**config.mk**
```make
export PLATFORM = sky130hd
export DESIGN_NAME = gpsc_ctrl
export DESIGN_NICKNAME = d
export VERILOG_FILES = /design/src/hw/rtl/gpsc_pkg.sv /design/src/hw/rtl/gpsc_ctrl.sv
export SDC_FILE = /design/constraint.sdc
export NUM_CORES = 1
export LEC_CHECK = 0
export BUFFER_PORTS_ARGS = -buffer_cell sky130_fd_sc_hd__buf_2
export CORE_UTILIZATION = 45
export DETAILED_ROUTE_END_ITERATION = 8
export HOLD_SLACK_MARGIN = 0.08
export PLACE_DENSITY = 0.75
export SYNTH_ARGS = -nofsm -noshare
export SYNTH_HDL_FRONTEND = slang
export SYNTH_SLANG_ARGS = --single-unit
```
**constraint.sdc**
```tcl
create_clock -name clk_i -period 1.6 [get_ports clk_i]
set_input_delay 0.32 -clock clk_i [delete_from_list [all_inputs] [get_ports clk_i]]
set_output_delay 0.32 -clock clk_i [all_outputs]
set_load 0.05 [all_outputs]
```
**src/hw/rtl/gpsc_pkg.sv**
```systemverilog
// Shared types and constants for the gyro peak step counter.
// No dependencies; every other file of the block uses it by scoped names.
package gpsc_pkg;

  // Default ring depth for pending candidate timestamps
  localparam int unsigned PendingDepthDef = 32;

  // Field widths
  localparam int unsigned GyroW   = 26;
  localparam int unsigned BiasW   = 21;
  localparam int unsigned TimeW   = 32;
  localparam int unsigned CountW  = 32;
  localparam int unsigned SmallW  = 6;
  localparam int unsigned AlphaW  = 17;
  localparam int unsigned ThreshW = 26;
  localparam int unsigned MsW     = 16;
  localparam int unsigned FiltW   = 42;
  localparam int unsigned FracW   = 16;
  localparam int unsigned CfgIdxW = 3;
  localparam int unsigned CfgDataW = 26;

  // Magnitude: |d| < 2^26 per axis, so the sum of squares fits 54 bits
  localparam int unsigned MagW      = 27;
  localparam int unsigned RadW      = 2 * MagW;
  localparam int unsigned SqrtSteps = MagW;
  localparam int unsigned StepCntW  = 5;

  // Register reset values
  localparam logic [AlphaW-1:0]       AlphaRst  = 17'd22938;
  localparam logic [ThreshW-1:0]      ThreshRst = 26'd800000;
  localparam logic [MsW-1:0]          RefrRst   = 16'd400;
  localparam logic [MsW-1:0]          LagRst    = 16'd2500;
  localparam logic signed [BiasW-1:0] BiasXRst  = 21'sd8512;
  localparam logic signed [BiasW-1:0] BiasYRst  = -21'sd35223;
  localparam logic signed [BiasW-1:0] BiasZRst  = -21'sd726;

  typedef enum logic [CfgIdxW-1:0] {
    CFG_ENABLED = 3'd0,
    CFG_ALPHA   = 3'd1,
    CFG_THRESH  = 3'd2,
    CFG_REFR    = 3'd3,
    CFG_LAG     = 3'd4,
    CFG_BIAS_X  = 3'd5,
    CFG_BIAS_Y  = 3'd6,
    CFG_BIAS_Z  = 3'd7
  } cfg_idx_e;

  typedef enum logic [1:0] {
    CMD_SAMPLE   = 2'd0,
    CMD_CLASSIFY = 2'd1,
    CMD_BEGIN    = 2'd2,
    CMD_END      = 2'd3
  } item_cmd_e;

  // Controller to datapath
  typedef struct packed {
    logic       load;
    logic       sq_mul;
    logic [1:0] sq_axis;
    logic       sq_acc;
    logic       sqrt_init;
    logic       sqrt_step;
    logic       first_load;
    logic       ema_diff;
    logic       ema_lo;
    logic       ema_hi;
    logic       ema_sum;
    logic       ema_cur;
    logic       peak_upd;
    logic       cls_set;
    logic       drain_pop;
    logic       drain_all;
    logic       cap_clear;
    logic       cap_on;
    logic       cap_off;
    logic       out_load;
  } dp_cmd_t;

  // Datapath to controller
  typedef struct packed {
    logic enabled;
    logic capture_on;
    logic first_sample;
    logic drain_stop;
  } dp_sts_t;

endpackage

```
**src/hw/rtl/gpsc_ctrl.sv**
```systemverilog
// Controller: sequences one item through the datapath and owns the handshakes.
// Depends on gpsc_pkg for command and status structs.
module gpsc_ctrl (
  input  logic               clk_i,
  input  logic               rst_ni,
  input  logic               in_valid_i,
  output logic               in_ready_o,
  input  logic [1:0]         in_cmd_i,
  output logic               out_valid_o,
  input  logic               out_ready_i,
  input  gpsc_pkg::dp_sts_t  sts_i,
  output gpsc_pkg::dp_cmd_t  cmd_o
);

  typedef enum logic [3:0] {
    ST_IDLE, ST_SQ, ST_SQRT_INIT, ST_SQRT, ST_FIRST, ST_EMA_DIFF, ST_EMA_LO,
    ST_EMA_HI, ST_EMA_SUM, ST_EMA_CUR, ST_PEAK, ST_CLS, ST_DRAIN_RD, ST_DRAIN_CHK,
    ST_CLR, ST_FINISH
  } state_e;

  state_e                            state_q;
  gpsc_pkg::item_cmd_e               icmd_q;
  logic [gpsc_pkg::StepCntW-1:0]     cnt_q;
  logic                              out_valid_q;
  logic                              accept;

  assign in_ready_o  = (state_q == ST_IDLE);
  assign out_valid_o = out_valid_q;
  assign accept      = in_valid_i && in_ready_o;

  // Decode datapath commands from state
  always_comb begin
    cmd_o           = '0;
    cmd_o.load      = accept;
    cmd_o.sq_axis   = cnt_q[1:0];
    cmd_o.drain_all = (icmd_q != gpsc_pkg::CMD_CLASSIFY);
    unique case (state_q)
      ST_SQ: begin
        cmd_o.sq_mul = (cnt_q != gpsc_pkg::StepCntW'(3));
        cmd_o.sq_acc = (cnt_q != '0);
      end
      ST_SQRT_INIT: cmd_o.sqrt_init = 1'b1;
      ST_SQRT:      cmd_o.sqrt_step = 1'b1;
      ST_FIRST:     cmd_o.first_load = 1'b1;
      ST_EMA_DIFF:  cmd_o.ema_diff = 1'b1;
      ST_EMA_LO:    cmd_o.ema_lo = 1'b1;
      ST_EMA_HI:    cmd_o.ema_hi = 1'b1;
      ST_EMA_SUM:   cmd_o.ema_sum = 1'b1;
      ST_EMA_CUR:   cmd_o.ema_cur = 1'b1;
      ST_PEAK:      cmd_o.peak_upd = 1'b1;
      ST_CLS:       cmd_o.cls_set = 1'b1;
      ST_DRAIN_CHK: cmd_o.drain_pop = !sts_i.drain_stop;
      ST_CLR: begin
        cmd_o.cap_clear = 1'b1;
        cmd_o.cap_on    = (icmd_q == gpsc_pkg::CMD_BEGIN);
        cmd_o.cap_off   = (icmd_q == gpsc_pkg::CMD_END);
      end
      ST_FINISH:    cmd_o.out_load = !out_valid_q || out_ready_i;
      default: ;
    endcase
  end

  // Hold state, step counter and result valid
  always_ff @(posedge clk_i or negedge rst_ni) begin
    if (!rst_ni) begin
      state_q     <= ST_IDLE;
      icmd_q      <= gpsc_pkg::CMD_SAMPLE;
      cnt_q       <= '0;
      out_valid_q <= 1'b0;
    end else begin
      if (cmd_o.out_load) out_valid_q <= 1'b1;
      else if (out_ready_i) out_valid_q <= 1'b0;
      unique case (state_q)
        ST_IDLE: begin
          if (accept) begin
            icmd_q <= gpsc_pkg::item_cmd_e'(in_cmd_i);
            cnt_q  <= '0;
            if (!sts_i.enabled) state_q <= ST_FINISH;
            else if (gpsc_pkg::item_cmd_e'(in_cmd_i) == gpsc_pkg::CMD_BEGIN)
              state_q <= sts_i.capture_on ? ST_DRAIN_RD : ST_CLR;
            else if (!sts_i.capture_on) state_q <= ST_FINISH;
            else begin
              unique case (gpsc_pkg::item_cmd_e'(in_cmd_i))
                gpsc_pkg::CMD_SAMPLE:   state_q <= ST_SQ;
                gpsc_pkg::CMD_CLASSIFY: state_q <= ST_CLS;
                default:                state_q <= ST_DRAIN_RD;
              endcase
            end
          end
        end
        ST_SQ: begin
          cnt_q <= cnt_q + 1'b1;
          if (cnt_q == gpsc_pkg::StepCntW'(3)) state_q <= ST_SQRT_INIT;
        end
        ST_SQRT_INIT: begin
          cnt_q   <= '0;
          state_q <= ST_SQRT;
        end
        ST_SQRT: begin
          cnt_q <= cnt_q + 1'b1;
          if (cnt_q == gpsc_pkg::StepCntW'(gpsc_pkg::SqrtSteps - 1))
            state_q <= sts_i.first_sample ? ST_FIRST : ST_EMA_DIFF;
        end
        ST_FIRST:    state_q <= ST_FINISH;
        ST_EMA_DIFF: state_q <= ST_EMA_LO;
        ST_EMA_LO:   state_q <= ST_EMA_HI;
        ST_EMA_HI:   state_q <= ST_EMA_SUM;
        ST_EMA_SUM:  state_q <= ST_EMA_CUR;
        ST_EMA_CUR:  state_q <= ST_PEAK;
        ST_PEAK:     state_q <= ST_FINISH;
        ST_CLS:      state_q <= ST_DRAIN_RD;
        ST_DRAIN_RD: state_q <= ST_DRAIN_CHK;
        ST_DRAIN_CHK: begin
          if (!sts_i.drain_stop) state_q <= ST_DRAIN_RD;
          else if (icmd_q == gpsc_pkg::CMD_CLASSIFY) state_q <= ST_FINISH;
          else state_q <= ST_CLR;
        end
        ST_CLR: state_q <= ST_FINISH;
        ST_FINISH: begin
          if (cmd_o.out_load) state_q <= ST_IDLE;
        end
        default: state_q <= ST_IDLE;
      endcase
    end
  end

  a_accept_leaves_idle: assert property (@(posedge clk_i) disable iff (!rst_ni)
    accept |=> state_q != ST_IDLE)
    else $error("accepted item did not start");

  a_result_slot_free: assert property (@(posedge clk_i) disable iff (!rst_ni)
    cmd_o.out_load |-> (!out_valid_q || out_ready_i))
    else $error("result overwritten before taken");

  a_pop_only_draining: assert property (@(posedge clk_i) disable iff (!rst_ni)
    cmd_o.drain_pop |-> $past(state_q) == ST_DRAIN_RD)
    else $error("pop without fresh ring read");

endmodule

```
# Word level (Yosys, flattened, before mapping)
# Cells that the tools add are included.
[word_totals]
elab_cells = 79
register_bits = 12
inputBits = 10
output_inout_bits = 23
[op_classes]
eq_ne = 28
muxes = 32
n_addsub = 1
reduce_logical = 14
[ops]
columns = ["cell", "n"]
rows = [
  ["4-bit case mux with 14 select lines", 1],
  ["4-bit == test (second input constant)", 8],
  ["4-bit 2-to-1 mux", 7],
  ["1-bit 2-to-1 mux", 18],
  ["4-bit by 3-bit == test with 1-bit output (second input constant)", 4],
  ["5-bit case mux with 3 select lines", 1],
  ["4-bit by 2-bit == test with 1-bit output (second input constant)", 2],
  ["4-bit case mux with 2 select lines", 1],
  ["2-bit == test (second input constant)", 3],
  ["2-bit inequality test (second input constant)", 3],
  ["5-bit by 1-bit adder with 5-bit output (second input constant)", 1],
  ["5-bit by 2-bit == test with 1-bit output (second input constant)", 1],
  ["5-bit == test (second input constant)", 1],
  ["5-bit 2-to-1 mux", 1],
  ["5-bit by 2-bit inequality test with 1-bit output (second input constant)", 1],
  ["5-bit nonzero test", 1],
  ["2-bit by 1-bit == test with 1-bit output (second input constant)", 2],
  ["4-bit by 1-bit == test with 1-bit output (second input constant)", 1],
  ["4-bit zero test", 1],
  ["2-bit 2-to-1 mux", 2],
  ["2-bit by 1-bit inequality test with 1-bit output (second input constant)", 2],
  ["2-bit AND reduction", 2],
  ["4-bit AND reduction", 1],
  ["3-bit 2-to-1 mux", 1],
  ["8 further kinds", 9],
]

# Logic depth before layout (Yosys ltp)
[depth]
word_depth = 7
ltp_mapped = 6
depth_no_buf = 6

# Worst setup path after synthesis
# No wires, ideal clock.
[synth_path]
kind = "reg-to-output"
start = "register state_q[0]"
end = "output port cmd_o[2] (netlist bit)"
stages_incl_launch_ff = 6
slack_ns = -0.927
arrival_ns = 2.207
t_required_ns = 1.280
cell_sequence = "dfrtp_1 -> buf_6 -> nand2b_1 -> nor2_1 -> nand2_1 -> nor2_1"
[synth_lines]
columns = ["element", "line_no", "text"]
rows = [
  ["from (decl)", "gpsc_ctrl.sv:21", "state_e state_q;"],
  ["from (signal assigned)", "gpsc_ctrl.sv:80", "state_q <= sts_i.capture_on ? ST_DRAIN_RD : ST_CLR;"],
  ["from (signal assigned)", "gpsc_ctrl.sv:102", "state_q <= sts_i.first_sample ? ST_FIRST : ST_EMA_DIFF;"],
  ["to (decl)", "gpsc_ctrl.sv:12", "output gpsc_pkg::dp_cmd_t cmd_o"],
]

# Worst setup path in the final report
[layout_path]
start = "register state_q[1]"
end = "output port in_ready_o"
[layout_via]
elab_chain_cells = 1
[layout_rtl]
columns = ["element", "line_no", "text"]
rows = [
  ["4-bit zero test", "gpsc_ctrl.sv:27", "assign in_ready_o = (state_q == ST_IDLE);"],
  ["to (decl)", "gpsc_ctrl.sv:7", "output logic in_ready_o,"],
]
# No other way between the ends.

==> run_results.csv <==
group,metric,value,unit
run_status,status,"complete, but fails checks",
run_status,violations,"setup timing",
cells_and_area,drive_gt1_share,66.1,%
cells_and_area,area_growth_syn_to_layout,89.4,%
route,drtIter0Drc,90,
global_route,grt_max_degree,13,
synthesis,yosys.area.top_type_share,29.8,%
cells_and_area,final_cell_area,1910,sq um
setup_path,critical_path.max_fanout,7,
sta,finalSetupViolCount,24,
route,wl,5160,microns
synthesis,async_flop_share,100,%
cells_and_area,nets,200,
setup_path,r2r_cells,6,
route,ant_nets,0,
synthesis,synthFlopType,"dfrtp_1",
min_path,holdPathStages,2,
placement,routabilityCongestion,0.864,
synthesis,synth_cell_type_count,43,
clock_network,cts_buffer_depth,2,
route,drcViolationCount,0,
sta,slew_headroom,76.3,%
floorplan,rows,16,
route,vias,1371,
route,wire_per_inst,24.2,microns
synthesis,yosysTopAreaCell,"dfrtp_1",
setup_path,cp_data_required_time,1.28,ns
pwr,powerDensity,314,nW/um^2
min_path,min_path_type,"input pin to flip-flop",
synthesis,syn_avg_cell_area,8.32,sq um
flow_run,cap_viol_max_count,0,
cells_and_area,diodes,0,
pwr,irDropWorstVdd,0.556,mV
synthesis,seq_area_frac_synth,29.8,%
setup_path,arrival,1.55,ns
clock_network,cts_tree,"done",
clock_network,htree_levels,1,
global_route,first_global_vias,1278,
pwr,p_int,0.455,mW
placement,dpl.hpwl,2250,microns
global_route,grt_pass1_wl,6300,microns
synthesis,syn-num-nets,134,
route,via_per_inst,6.44,
sta,clock_skew,0.00291,ns
floorplan,fp.dieH,49.3,microns
synthesis,yosys-top-cells-area,"dfrtp_1, nor2_1, nand2_1, buf_4, ha_1",
sta,rsz0062_at_grt,"true",
sta,finalCritPeriodShare,117,%
synthesis,yosys_register_bits,12,
pwr,pwr-share-clk,43.0,%
floorplan,die_area,2430,sq um
route,dr.pass1.iters,6,
clock_network,clock_latency,0.29,ns
global_route,grtUsageTotal,35.0,%
pwr,leakage,0.897,nW
floorplan,ios,33,
synthesis,synth_area,1010,sq um
sta,max_clock_freq,536,MHz
global_route,grt_antenna_before_repair,0,
clock_network,clk_pin_slew,0.08,ns
synthesis,synth_edf_count,0,
floorplan,core-area,2040,sq um
pwr,p_seq_share,50.5,%
pwr,combPwrFrac,6.5,%
sta,fin_ws,-0.267,ns
clock_network,cts_buffers,3,
sta,tightestPinTransition,0.353,ns
global_route,overflow,0,
sta,period_needed,1.87,ns
floorplan,die_w,49.3,microns
synthesis,ys_warn_count,0,
placement,io_buffers,32,
setup_path,critPathCaptureType,"output pin",
sta,hold_viol_final,0,
clock_network,cts_sinks,12,
floorplan,start_util,49.3,%
sta,final-max-slew-violation-count,0,
cells_and_area,final_util,93.4,%
pwr,switching_power,0.145,mW
setup_path,crit_type,"flip-flop to output pin",
clock_network,root_buffer,"clkbuf_4",
setup_path,critPathLaunchType,"flip-flop",
placement,detailed_place.area,1360,sq um
synthesis,post_synth_inst_count,121,
pwr,netSwitchingFraction,24.2,%
registers in the layout, indices dropped and copies added, names as in the netlist:
register / count
cnt_q: 5
icmd_q: 2
out_valid_o: 1
state_q: 4
area by class of cell:
cell class | instances | area, sq um
fill | 68 | 134
timing repair buffer | 72 | 649
clock buffer | 4 | 36.3
inverter | 7 | 31.3
tap | 27 | 33.8
multi-input combinational | 91 | 851
sequential | 12 | 307
placed cells by master, fill, tap and decap left out, drive strengths merged, types with 3 or more instances in the layout:
master / instances
o21ai: 6
nand2b: 5
a21oi: 5
clkbuf: 4
or2: 4
dfrtp: 12
inv: 7
nand2: 12
buf: 71
nand3: 3
ha: 3
nor3: 7
a22o: 3
nor2: 14
worst max-delay path: stages, from the launching register on:
cell	delay [ns]
dfrtp_2	0.52
nor4_4	0.40
buf_4	0.19
buf_8	0.14
what timing repair did:
item / 4_1_cts / 5_1_grt
resized for setup: 74 / 27
endpoints found under the hold margin: 12 / 0
hold buffers: 1 / 0
setup endpoints to repair: 23 / 27
setup buffers: 12 / 6
pin swaps: 6 / 7
through the flow:
step / hold slack [ns] / total power [mW] / worst slack (ns) / TNS [ns] / cells
after detailed placement: 0.218 / 0.338 / -0.107 / -0.167 / 191
after CTS: 0.322 / 0.582 / -0.208 / -1.85 / 208
after floorplan: 0.0244 / 0.315 / -0.387 / -3.64 / 121
after global placement: 0.217 / 0.336 / -0.0578 / -0.0658 / 191
after global routing: 0.369 / 0.620 / -0.402 / -4.50 / 213
final: 0.370 / 0.600 / -0.267 / -3.25 / 213
metal layers:
| metal | up-vias | share of wire (%) | track usage, % |
|---|---|---|---|
| met5 | - | 0 | 0 |
| met4 | 0 | 8.1 | 16.7 |
| met3 | 61 | 9.7 | 5.92 |
| met2 | 133 | 49 | 63.5 |
| met1 | 609 | 33 | 39.0 |
| li1 | 568 | - | - |
worst paths after layout:
check	from	to	slack, ns
max	state_q[1]$_DFFE_PN0P_	in_ready_o	-0.27
max reg2reg	cnt_q[1]$_DFFE_PN0P_	state_q[1]$_DFFE_PN0P_	-0.17
min	in_cmd_i[1]	icmd_q[1]$_DFFE_PN0P_	0.37
min in group asynchronous	rst_ni	state_q[3]$_DFFE_PN0P_	0.45
max in group asynchronous	rst_ni	cnt_q[2]$_DFFE_PN0P_	0.91
min reg2reg	icmd_q[1]$_DFFE_PN0P_	icmd_q[1]$_DFFE_PN0P_	0.58
cells in the mapped netlist (2+ instances only):
cell type,count
nor2_1,14
dfrtp_1,12
nand2_1,11
inv_1,7
nor3_1,7
o21ai_0,6
a21oi_1,5
buf_4,5
nand2b_1,5
a22o_1,3
ha_1,3
nand3_1,3
or2_2,3
a32o_1,2
buf_2,2
buf_6,2
clkbuf_1,2
mux2i_1,2
o2111ai_1,2
o22ai_1,2
cells by family (layout without fill, tap and decap cells):
family                   after synthesis  count (layout)  share of synthesized area (%)
AND/OR/NAND/NOR                       55              55                           29.9
multiplexers                           3               3                           3.48
buffers and inverters                 18              83                           10.3
AO/OA/AOI/OAI                         30              30                           22.7
adder cells (fa/ha/maj)                3               3                           3.73
flip-flops                            12              12                           29.8
power by group through the flow:
stage	clock [mW]	combinational (mW)	sequential (mW)
after CTS	0.249	0.0308	0.303
final	0.258	0.0390	0.303
after detailed placement	0	0.0290	0.309
after global placement	0	0.0270	0.309
after global routing	0.276	0.0411	0.303
after floorplan	0	0.00541	0.309
Note: power is estimated with default switching activity, not from simulation.
